**config.mk**
```make
export PLATFORM = sky130hd
export DESIGN_NAME = sle_ctrl
export DESIGN_NICKNAME = d
export VERILOG_FILES = /design/src/rtl/sle_pkg.sv /design/src/rtl/sle_ctrl.sv
export SDC_FILE = /design/constraint.sdc
export NUM_CORES = 1
export LEC_CHECK = 0
export BUFFER_PORTS_ARGS = -buffer_cell sky130_fd_sc_hd__buf_4
export CORE_ASPECT_RATIO = 0.8
export CORE_MARGIN = 2
export CORE_UTILIZATION = 33
export DETAILED_ROUTE_END_ITERATION = 12
export HOLD_SLACK_MARGIN = 0.12
export PLACE_DENSITY_LB_ADDON = 0.15
export SETUP_SLACK_MARGIN = 0.05
export SKIP_LAST_GASP = 1
export SYNTH_ARGS = -nofsm -noshare
export SYNTH_HDL_FRONTEND = slang
export SYNTH_SLANG_ARGS = --single-unit
```
**constraint.sdc**
```tcl
create_clock -name clk_i -period 4.66 [get_ports clk_i]
set_input_delay 1.398 -clock clk_i [delete_from_list [all_inputs] [get_ports clk_i]]
set_output_delay 1.398 -clock clk_i [all_outputs]
set_load 0.01 [all_outputs]
```
**src/rtl/sle_pkg.sv**
```systemverilog
// ----------------------------------------------------------------------------
// sle_pkg
// Shared types and constants for the sequential list engine: operation codes,
// controller states, the result record and the store command bundle.
// ----------------------------------------------------------------------------
package sle_pkg;

  localparam int unsigned LIST_DEPTH_DEF = 128;
  localparam int unsigned DATA_W         = 32;
  localparam int unsigned OP_W           = 3;
  localparam int unsigned POS_W          = 8;
  localparam int unsigned LEN_W          = 8;
  localparam int unsigned S_TDATA_W      = 48;
  localparam int unsigned M_TDATA_W      = 48;

  typedef enum logic [OP_W-1:0] {
    OP_READ   = 3'd0,
    OP_LOCATE = 3'd1,
    OP_INSERT = 3'd2,
    OP_DELETE = 3'd3,
    OP_CLEAR  = 3'd4
  } op_e;

  typedef enum logic [2:0] {
    S_IDLE,
    S_READ,
    S_LOCATE,
    S_INSERT,
    S_DELETE,
    S_DONE
  } state_e;

  typedef struct packed {
    logic                     ok;
    logic signed [DATA_W-1:0] read_value;
    logic                     found;
    logic [LEN_W-1:0]         list_length;
  } res_t;

  typedef struct packed {
    logic wr_en;
    logic rd_en;
  } store_cmd_t;

endpackage

```
**src/rtl/sle_ctrl.sv**
```systemverilog
// ----------------------------------------------------------------------------
// sle_ctrl
// Operation sequencer. Holds the entry count, walks the store one entry per
// cycle for locate, insert and delete, and builds the result record.
// ----------------------------------------------------------------------------
module sle_ctrl import sle_pkg::*; #(
  parameter int unsigned LIST_DEPTH = LIST_DEPTH_DEF,
  parameter int unsigned AW         = $clog2(LIST_DEPTH),
  parameter int unsigned CW         = $clog2(LIST_DEPTH + 1)
) (
  input  logic                     clk_i,
  input  logic                     rst_ni,
  input  logic                     in_valid_i,
  output logic                     in_ready_o,
  input  logic [OP_W-1:0]          in_op_i,
  input  logic [POS_W-1:0]         in_pos_i,
  input  logic signed [DATA_W-1:0] in_val_i,
  output store_cmd_t               cmd_o,
  output logic [AW-1:0]            waddr_o,
  output logic signed [DATA_W-1:0] wdata_o,
  output logic [AW-1:0]            raddr_o,
  input  logic signed [DATA_W-1:0] rdata_i,
  output logic                     res_valid_o,
  output res_t                     res_o,
  input  logic                     res_taken_i
);

  // Comparison width wide enough for both a position and a count plus one.
  localparam int unsigned PW = ((CW > POS_W) ? CW : POS_W) + 1;

  state_e                   state_q, state_d;
  logic [CW-1:0]            cnt_q, cnt_d;
  logic [CW-1:0]            ptr_q, ptr_d;
  logic [AW-1:0]            tag_q, tag_d;
  logic                     rvalid_q, rvalid_d;
  logic                     first_q, first_d;
  logic [POS_W-1:0]         pos_q, pos_d;
  logic signed [DATA_W-1:0] val_q, val_d;
  res_t                     res_q, res_d;

  logic [PW-1:0] pos_in_ext, pos_q_ext, cnt_ext, ptr_ext;

  assign pos_in_ext = PW'(in_pos_i);
  assign pos_q_ext  = PW'(pos_q);
  assign cnt_ext    = PW'(cnt_q);
  assign ptr_ext    = PW'(ptr_q);

  always_comb begin
    state_d     = state_q;
    cnt_d       = cnt_q;
    ptr_d       = ptr_q;
    tag_d       = tag_q;
    rvalid_d    = 1'b0;
    first_d     = first_q;
    pos_d       = pos_q;
    val_d       = val_q;
    res_d       = res_q;
    cmd_o       = '0;
    waddr_o     = '0;
    wdata_o     = rdata_i;
    raddr_o     = '0;
    in_ready_o  = 1'b0;
    res_valid_o = 1'b0;

    unique case (state_q)
      S_IDLE: begin
        in_ready_o = 1'b1;
        if (in_valid_i) begin
          pos_d   = in_pos_i;
          val_d   = in_val_i;
          res_d   = '{ok: 1'b0, read_value: '0, found: 1'b0, list_length: LEN_W'(cnt_q)};
          state_d = S_DONE;
          unique case (op_e'(in_op_i))
            OP_READ: begin
              if (in_pos_i != '0 && pos_in_ext <= cnt_ext) begin
                cmd_o.rd_en = 1'b1;
                raddr_o     = AW'(pos_in_ext - PW'(1));
                state_d     = S_READ;
              end
            end
            OP_LOCATE: begin
              if (cnt_q == '0) begin
                res_d.ok = 1'b1;
              end else begin
                ptr_d   = '0;
                state_d = S_LOCATE;
              end
            end
            OP_INSERT: begin
              if (in_pos_i != '0 && pos_in_ext <= cnt_ext + PW'(1) &&
                  cnt_q != CW'(LIST_DEPTH)) begin
                ptr_d   = cnt_q;
                state_d = S_INSERT;
              end
            end
            OP_DELETE: begin
              if (in_pos_i != '0 && pos_in_ext <= cnt_ext) begin
                ptr_d   = CW'(pos_in_ext - PW'(1));
                first_d = 1'b1;
                state_d = S_DELETE;
              end
            end
            OP_CLEAR: begin
              cnt_d             = '0;
              res_d.ok          = 1'b1;
              res_d.list_length = '0;
            end
            default: begin
            end
          endcase
        end
      end

      S_READ: begin
        res_d.ok         = 1'b1;
        res_d.read_value = rdata_i;
        state_d          = S_DONE;
      end

      // Reads run one ahead of the compares; a hit or the last compare ends it.
      S_LOCATE: begin
        if (ptr_q < cnt_q) begin
          cmd_o.rd_en = 1'b1;
          raddr_o     = AW'(ptr_q);
          ptr_d       = ptr_q + CW'(1);
          rvalid_d    = 1'b1;
        end
        if (rvalid_q && (rdata_i == val_q || ptr_q == cnt_q)) begin
          res_d.ok    = 1'b1;
          res_d.found = (rdata_i == val_q);
          rvalid_d    = 1'b0;
          state_d     = S_DONE;
        end
      end

      // Tail moves up from the top: read entry j-1, and the registered word is written to j.
      S_INSERT: begin
        if (rvalid_q) begin
          cmd_o.wr_en = 1'b1;
          waddr_o     = tag_q;
          wdata_o     = rdata_i;
        end
        if (ptr_ext >= pos_q_ext) begin
          cmd_o.rd_en = 1'b1;
          raddr_o     = AW'(ptr_q - CW'(1));
          tag_d       = AW'(ptr_q);
          ptr_d       = ptr_q - CW'(1);
          rvalid_d    = 1'b1;
        end else if (!rvalid_q) begin
          cmd_o.wr_en       = 1'b1;
          waddr_o           = AW'(pos_q_ext - PW'(1));
          wdata_o           = val_q;
          cnt_d             = cnt_q + CW'(1);
          res_d.ok          = 1'b1;
          res_d.list_length = LEN_W'(cnt_q + CW'(1));
          state_d           = S_DONE;
        end
      end

      // The first read returns the removed entry; later ones move down by one.
      S_DELETE: begin
        if (rvalid_q) begin
          if (first_q) begin
            res_d.read_value = rdata_i;
            first_d          = 1'b0;
          end else begin
            cmd_o.wr_en = 1'b1;
            waddr_o     = tag_q - AW'(1);
            wdata_o     = rdata_i;
          end
        end
        if (ptr_q < cnt_q) begin
          cmd_o.rd_en = 1'b1;
          raddr_o     = AW'(ptr_q);
          tag_d       = AW'(ptr_q);
          ptr_d       = ptr_q + CW'(1);
          rvalid_d    = 1'b1;
        end else if (!rvalid_q) begin
          cnt_d             = cnt_q - CW'(1);
          res_d.ok          = 1'b1;
          res_d.list_length = LEN_W'(cnt_q - CW'(1));
          state_d           = S_DONE;
        end
      end

      S_DONE: begin
        res_valid_o = 1'b1;
        if (res_taken_i) begin
          state_d = S_IDLE;
        end
      end

      default: begin
        state_d = S_IDLE;
      end
    endcase
  end

  always_ff @(posedge clk_i or negedge rst_ni) begin
    if (!rst_ni) begin
      state_q  <= S_IDLE;
      cnt_q    <= '0;
      rvalid_q <= 1'b0;
      first_q  <= 1'b0;
    end else begin
      state_q  <= state_d;
      cnt_q    <= cnt_d;
      rvalid_q <= rvalid_d;
      first_q  <= first_d;
    end
  end

  always_ff @(posedge clk_i) begin
    ptr_q <= ptr_d;
    tag_q <= tag_d;
    pos_q <= pos_d;
    val_q <= val_d;
    res_q <= res_d;
  end

  assign res_o = res_q;

endmodule

```
## Word-level counts from Yosys, hierarchy flattened

Cells that the tools add are included.

| word-level totals | value |
|---|---|
| bits in registers | 110 |
| bits in latches | 0 |
| bits in writable memories | 0 |
| memory bits (read-only) | 0 |
| input port bits | 79 |
| memories kept | 0 |

| operators by class | value |
|---|---|
| $add $sub $neg | 8 |
| multiply operators | 0 |
| divide/modulo/power cells | 0 |
| $lt $le $gt $ge | 4 |
| equal/unequal tests | 30 |
| shifts and indexed selects | 0 |
| multiplexer cells | 80 |
| bitwise operators | 0 |
| reductions and logical operators | 26 |

Operator list:

| kind | number |
|---|---|
| two-way mux 32 bit | 5 |
| two-way mux 8 bit | 12 |
| one-hot mux 32 bit (3 select lines) | 1 |
| one-hot mux 8 bit (3 select lines) | 4 |
| two-way mux 7 bit | 12 |
| two-way mux 42 bit | 1 |
| == test 32 bit | 1 |
| one-hot mux 7 bit (2 select lines) | 2 |
| two-way mux 3 bit | 9 |
| two-way mux 1 bit | 24 |
| inequality test 2 bit (second input constant) | 12 |
| subtractor 8 x 1 -> 8 bit (second input constant) | 3 |
| one-hot mux 7 bit (3 select lines) | 1 |
| one-hot mux 3 bit (6 select lines) | 1 |
| adder 8 x 1 -> 8 bit (second input constant) | 2 |
| AND reduction 5 bit | 3 |
| subtractor 7 x 1 -> 7 bit (second input constant) | 2 |
| == test 3 x 2 -> 1 bit (second input constant) | 4 |
| one-hot mux 3 bit (4 select lines) | 1 |
| adder 8 x 1 -> 9 bit (second input constant) | 1 |
| == test 3 bit (second input constant) | 3 |
| <= comparator 8 x 9 -> 1 bit | 1 |
| inequality test 3 bit (second input constant) | 3 |
| nonzero test 3 bit | 3 |
| 24 further kinds | 37 |

## Logic depth before layout (Yosys ltp)

| depth | value |
|---|---|
| word-level depth | 8 |
| mapped depth | 13 |
| mapped depth without buffers | 12 |

## Worst setup path before layout

OpenSTA, ideal clock, no wires.

| timing | value |
|---|---|
| path type | input-to-output |
| start point | input in_pos_i[5] |
| end point | output raddr_o[3] |
| arrival | 3.202 ns |
| data required time | 3.262 ns |
| slack | 0.060 ns |
| stages on the path | 7 |
| buffers on the path | 1 |
| path through | ha_1 > a2111oi_0 > and3_1 > o21ai_1 > or4_1 > buf_2 > o221ai_1 |

| between the ends | value |
|---|---|
| longest elaborated chain between the ends | 6 |

Ends and longest elaborated chain:

| what | RTL line | RTL |
|---|---|---|
| from (decl) | sle_ctrl.sv:16 | `input logic [POS_W-1:0] in_pos_i,` |
| <= comparator 8 bit / nonzero test 8 bit (equally long branches) | sle_ctrl.sv:75 | `if (in_pos_i != '0 && pos_in_ext <= cnt_ext) begin` |
| logical AND 1 bit (*) | sle_ctrl.sv:75 |  |
| two-way mux 7 bit (*) | sle_ctrl.sv:75 |  |
| two-way mux 7 bit (*) | sle_ctrl.sv:73 | `unique case (op_e'(in_op_i))` |
| two-way mux 7 bit (*) | sle_ctrl.sv:68 | `if (in_valid_i) begin` |
| one-hot mux 7 bit (3 select lines) (*) | sle_ctrl.sv:65 | `unique case (state_q)` |
| to (decl) | sle_ctrl.sv:21 | `output logic [AW-1:0] raddr_o,` |

Mark *: on every way between the ends. The rest lies on a longest branch, timed or not.

## Final worst setup path

| timing | value |
|---|---|
| start point | input in_pos_i[5] |
| end point | output raddr_o[2] |

Same word-level chain as after synthesis.

==> summary.txt <==
Synth
  • Yosys warns: 0
  • Seq cells post-synth: 110
  • Synth Instances: ~670
  • Ys flop type: edfxtp_1
  • Seq/Total Area, Yosys: about 46%
  • Post-Syn Nets: 794
  • Ys async rst share: 11.8%
  • Distinct cell type count after synthesis: 69
  • Synth Cell Area: 0.00711 mm2
  • EDFF count, synth: 97
  • Syn Area/Cell: 10.6 um2

Worst setup path
  • Register-to-register setup slack: about 1.2 ns
  • WP data required: around 3.3 ns
  • CP Class: in -> out
  • Worst Path Arrival: around 3.3 ns
  • FF-to-FF End: ptr_q[3]
  • Critical path buffers and inverters: 2
  • Chain of cells forming the critical path: buf_8 > ha_4 > a2111oi_4 > and3_1 > o21ai_2 > or4_4 > o221ai_1 > buf_4
  • CP startpoint: in_pos_i[5]
  • Slowest cell on crit path: or4_4
  • CP max FO: 8
  • CP delay by family, top: simple AND/OR/NAND/NOR gates
  • Crit. End Element: primary output
  • CP peak stage delay: about 0.52 ns
  • Worst Reg-to-Reg Cells: 13
  • Reg-to-Reg Start: cnt_q[0]
  • CP Launch Type: input pin

Clock network
  • Hold Buf Count CTS: 0
  • Maximum root-to-sink buffer count: 2
  • Clock Latency Late Sink: 0.36 ns
  • CTS tree: done
  • Root buf cell: clkbuf_16
  • Postcts setup bufs: 0
  • CTS H-tree depth: 3
  • CTS clock-pin slew for the worst setup and hold paths: about 0.080 ns
  • Num CTS Buffers: 9
  • CTS Sinks: 110

Final layout
  • Most frequent cells in the layout: 206 x buf_4, 97 x edfxtp_1, 49 x nor2_1
  • Final #Nets: ~990
  • Commonest non-fill, non-tap cell in the layout: buf_4
  • Final instance area: 0.00931 mm2
  • Area grow syn2layout: 30.9%
  • Share of cells above drive strength 1: 34.2%
  • Diode count: 0

Drt
  • Wire per inst: about 21 um
  • DRC Markers: 0
  • DRT Wirelength: 23400 um
  • DR pass1 iterations: 4
  • Final ANT Viol Nets: 0
  • DR vias/cell: 5.28
  • Starting DRT DRC Count: 487
  • Vias post-DR: 6017

Global route
  • First-pass GRT wire length: 35700 um
  • Antenna violations before repair: 0
  • GRT Overall Usage: 20.6%
  • Vias in the first global route: 6070
  • Largest net degree at the start of global routing: 40
  • Grt total ovfl: 0

Die
  • IO Pins: 171
  • Core Box Area: 0.0214 mm2
  • Initial Util: roughly a third
  • Cell Rows: 48
  • Die height: 135 um
  • Die footprint: 0.0228 mm2
  • Die width: 168 um

Power and ir drop
  • Peak VDD IR: 0.211 mV
  • LEAKAGE: 3.81 nW
  • Pwr dens: 571 mW/mm2

Hold path
  • Hold WC Path Type: reg -> reg
  • WHS Endpoint: first_q
  • Min-delay src: first_q
  • Worst Hold Path Cells: 1

STA
  • Worst slew pin tran: between 1 and 1.5 ns
  • Hold slack: 0.564 ns
  • Worst Slack Setup Final: -0.00194 ns
  • Slew HR: a little under a quarter
  • Period utilization: 100%
  • Layout Skew: 0.00977 ns
  • Final Hold Fails: 0
  • Pins Over Slew Limit: 0
  • Max frequency: roughly 0.21 GHz
  • Final setup violation count: 1
  • RSZ-0062 raised after global routing: true
  • Setup TNS: -0.00194 ns
  • Clock period minus worst slack: about 4.7 ns

Placed design
  • Final GP Congestion: approximately 0.94
  • Placed inst area: 0.00890 mm2
  • # port buffers: 170
  • Pre-CTS setup slack: -0.318 ns
  • DP HPWL: 18000 um

Outcome
  • Status: complete, but fails checks
  • Failing checks: setup timing

Flow run
  • MaxCap Viol Count: 0
## layout make-up
type / instances / area [um2]
clock buffer: 9 / 225
tap: 275 / 344
clock inverter: 7 / 77.6
fill: 2044 / 12100
timing repair buffer: 208 / 1580
inverter: 30 / 113
sequential: 110 / 3240
multi-input combinational: 501 / 3730
## kinds of logic after synthesis
group / Yosys count / share of synthesized area [%]
AND/OR/NAND/NOR: 235 / 17.4
AO/OA/AOI/OAI: 126 / 12.1
flip-flops: 110 / 45.5
XOR/XNOR: 58 / 7.14
buffers and inverters: 58 / 3.73
adder cells (fa/ha/maj): 46 / 8.20
multiplexers: 36 / 5.86
## how the worst max path moves through the flow
stage | slack (ns) | cells past startpoint | endpoint
final | -0.002 | 8 | raddr_o[2]
after detailed placement | -0.32 | 8 | raddr_o[5]
after floorplan | 0.06 | 7 | raddr_o[3]
after CTS | 0.06 | 9 | raddr_o[3]
after global placement | -0.31 | 8 | raddr_o[5]
after global routing | -0.05 | 8 | raddr_o[3]
## metal layers
layer | share of wire (%) | track usage (%) | wire (um) | up-vias
met3 | 6.1 | 3.10 | 1430 | 23
met5 | 0 | 0 | 0 | -
li1 | - | - | - | 2861
met4 | 1.3 | 5.17 | 311 | 0
met2 | 44 | 30.3 | 10200 | 221
met1 | 49 | 31.4 | 11500 | 2912
## power breakdown
part / switching (mW) / total (mW) / leakage (nW) / internal [mW]
Combinational: 1.60 / 2.74 / 2.56 / 1.14
Sequential: 0.216 / 1.79 / 1.10 / 1.57
Clock: 0.407 / 0.790 / 0.149 / 0.383
## stage by stage
stage | cells | utilization (%) | power, mW
final | 1140 | 43.6 | 5.31
after CTS | 1140 | 43.4 | 5.31
after global placement | 1124 | 41.6 | 4.41
after floorplan | 669 | - | 3.31
after global routing | 1140 | 43.6 | 5.65
after detailed placement | 1124 | 41.6 | 4.46
## cells in the mapped netlist, drive strengths merged (2+ instances only)
library cell	n	share of area (%)
dfrtp	13	4.6
buf	11	1.2
o211ai	4	0.42
nor2b	8	0.70
a221o	2	0.30
o21a	6	0.63
nor2	53	2.9
nand4	12	1.1
inv	30	1.6
o31ai	3	0.32
nor3	16	1.2
edfxtp	97	41
and3	3	0.26
o31a	2	0.25
a221oi	2	0.25
nor4	14	1.2
nand2b	11	0.97
a31oi	2	0.18
nand2	40	2.1
a22o	3	0.37
or2	2	0.18
or3	2	0.18
a211oi	6	0.70
and2	34	3.0
mux2i	3	0.42
a21oi	23	1.6
xnor2	20	2.5
or4	2	0.26
o22ai	3	0.26
nand3	29	2.1
ha	45	7.9
a21o	5	0.53
nand3b	3	0.55
xor2	38	4.7
o221ai	15	1.8
mux2	33	5.4
clkbuf	17	0.90
o21ai	40	3.2
## timing repair
action | in CTS | in global routing
gates cloned | 0 | 0
endpoints found under the setup margin | 8 | 8
resized for setup | 13 | 5
pin swaps | 7 | 5
## worst register-to-register path, stage by stage (launching register included)
cell	delay, ns
dfrtp_1	0.36
inv_1	0.16
buf_4	0.22
nor3_1	0.36
xnor2_1	0.23
ha_1	0.31
o21a_1	0.17
o21ai_0	0.15
a211oi_1	0.09
o31a_1	0.35
a21oi_1	0.32
nand4_1	0.15
a21oi_1	0.16
buf_4	0.19
## sequential cells by signal, summed over array words and instances (netlist names)
signal / cells
cnt_q: 8
first_q: 1
pos_q: 8
ptr_q: 8
res_o: 42
rvalid_q: 1
state_q: 3
tag_q: 7
val_q: 32
Power figures use the tool's default switching activity.
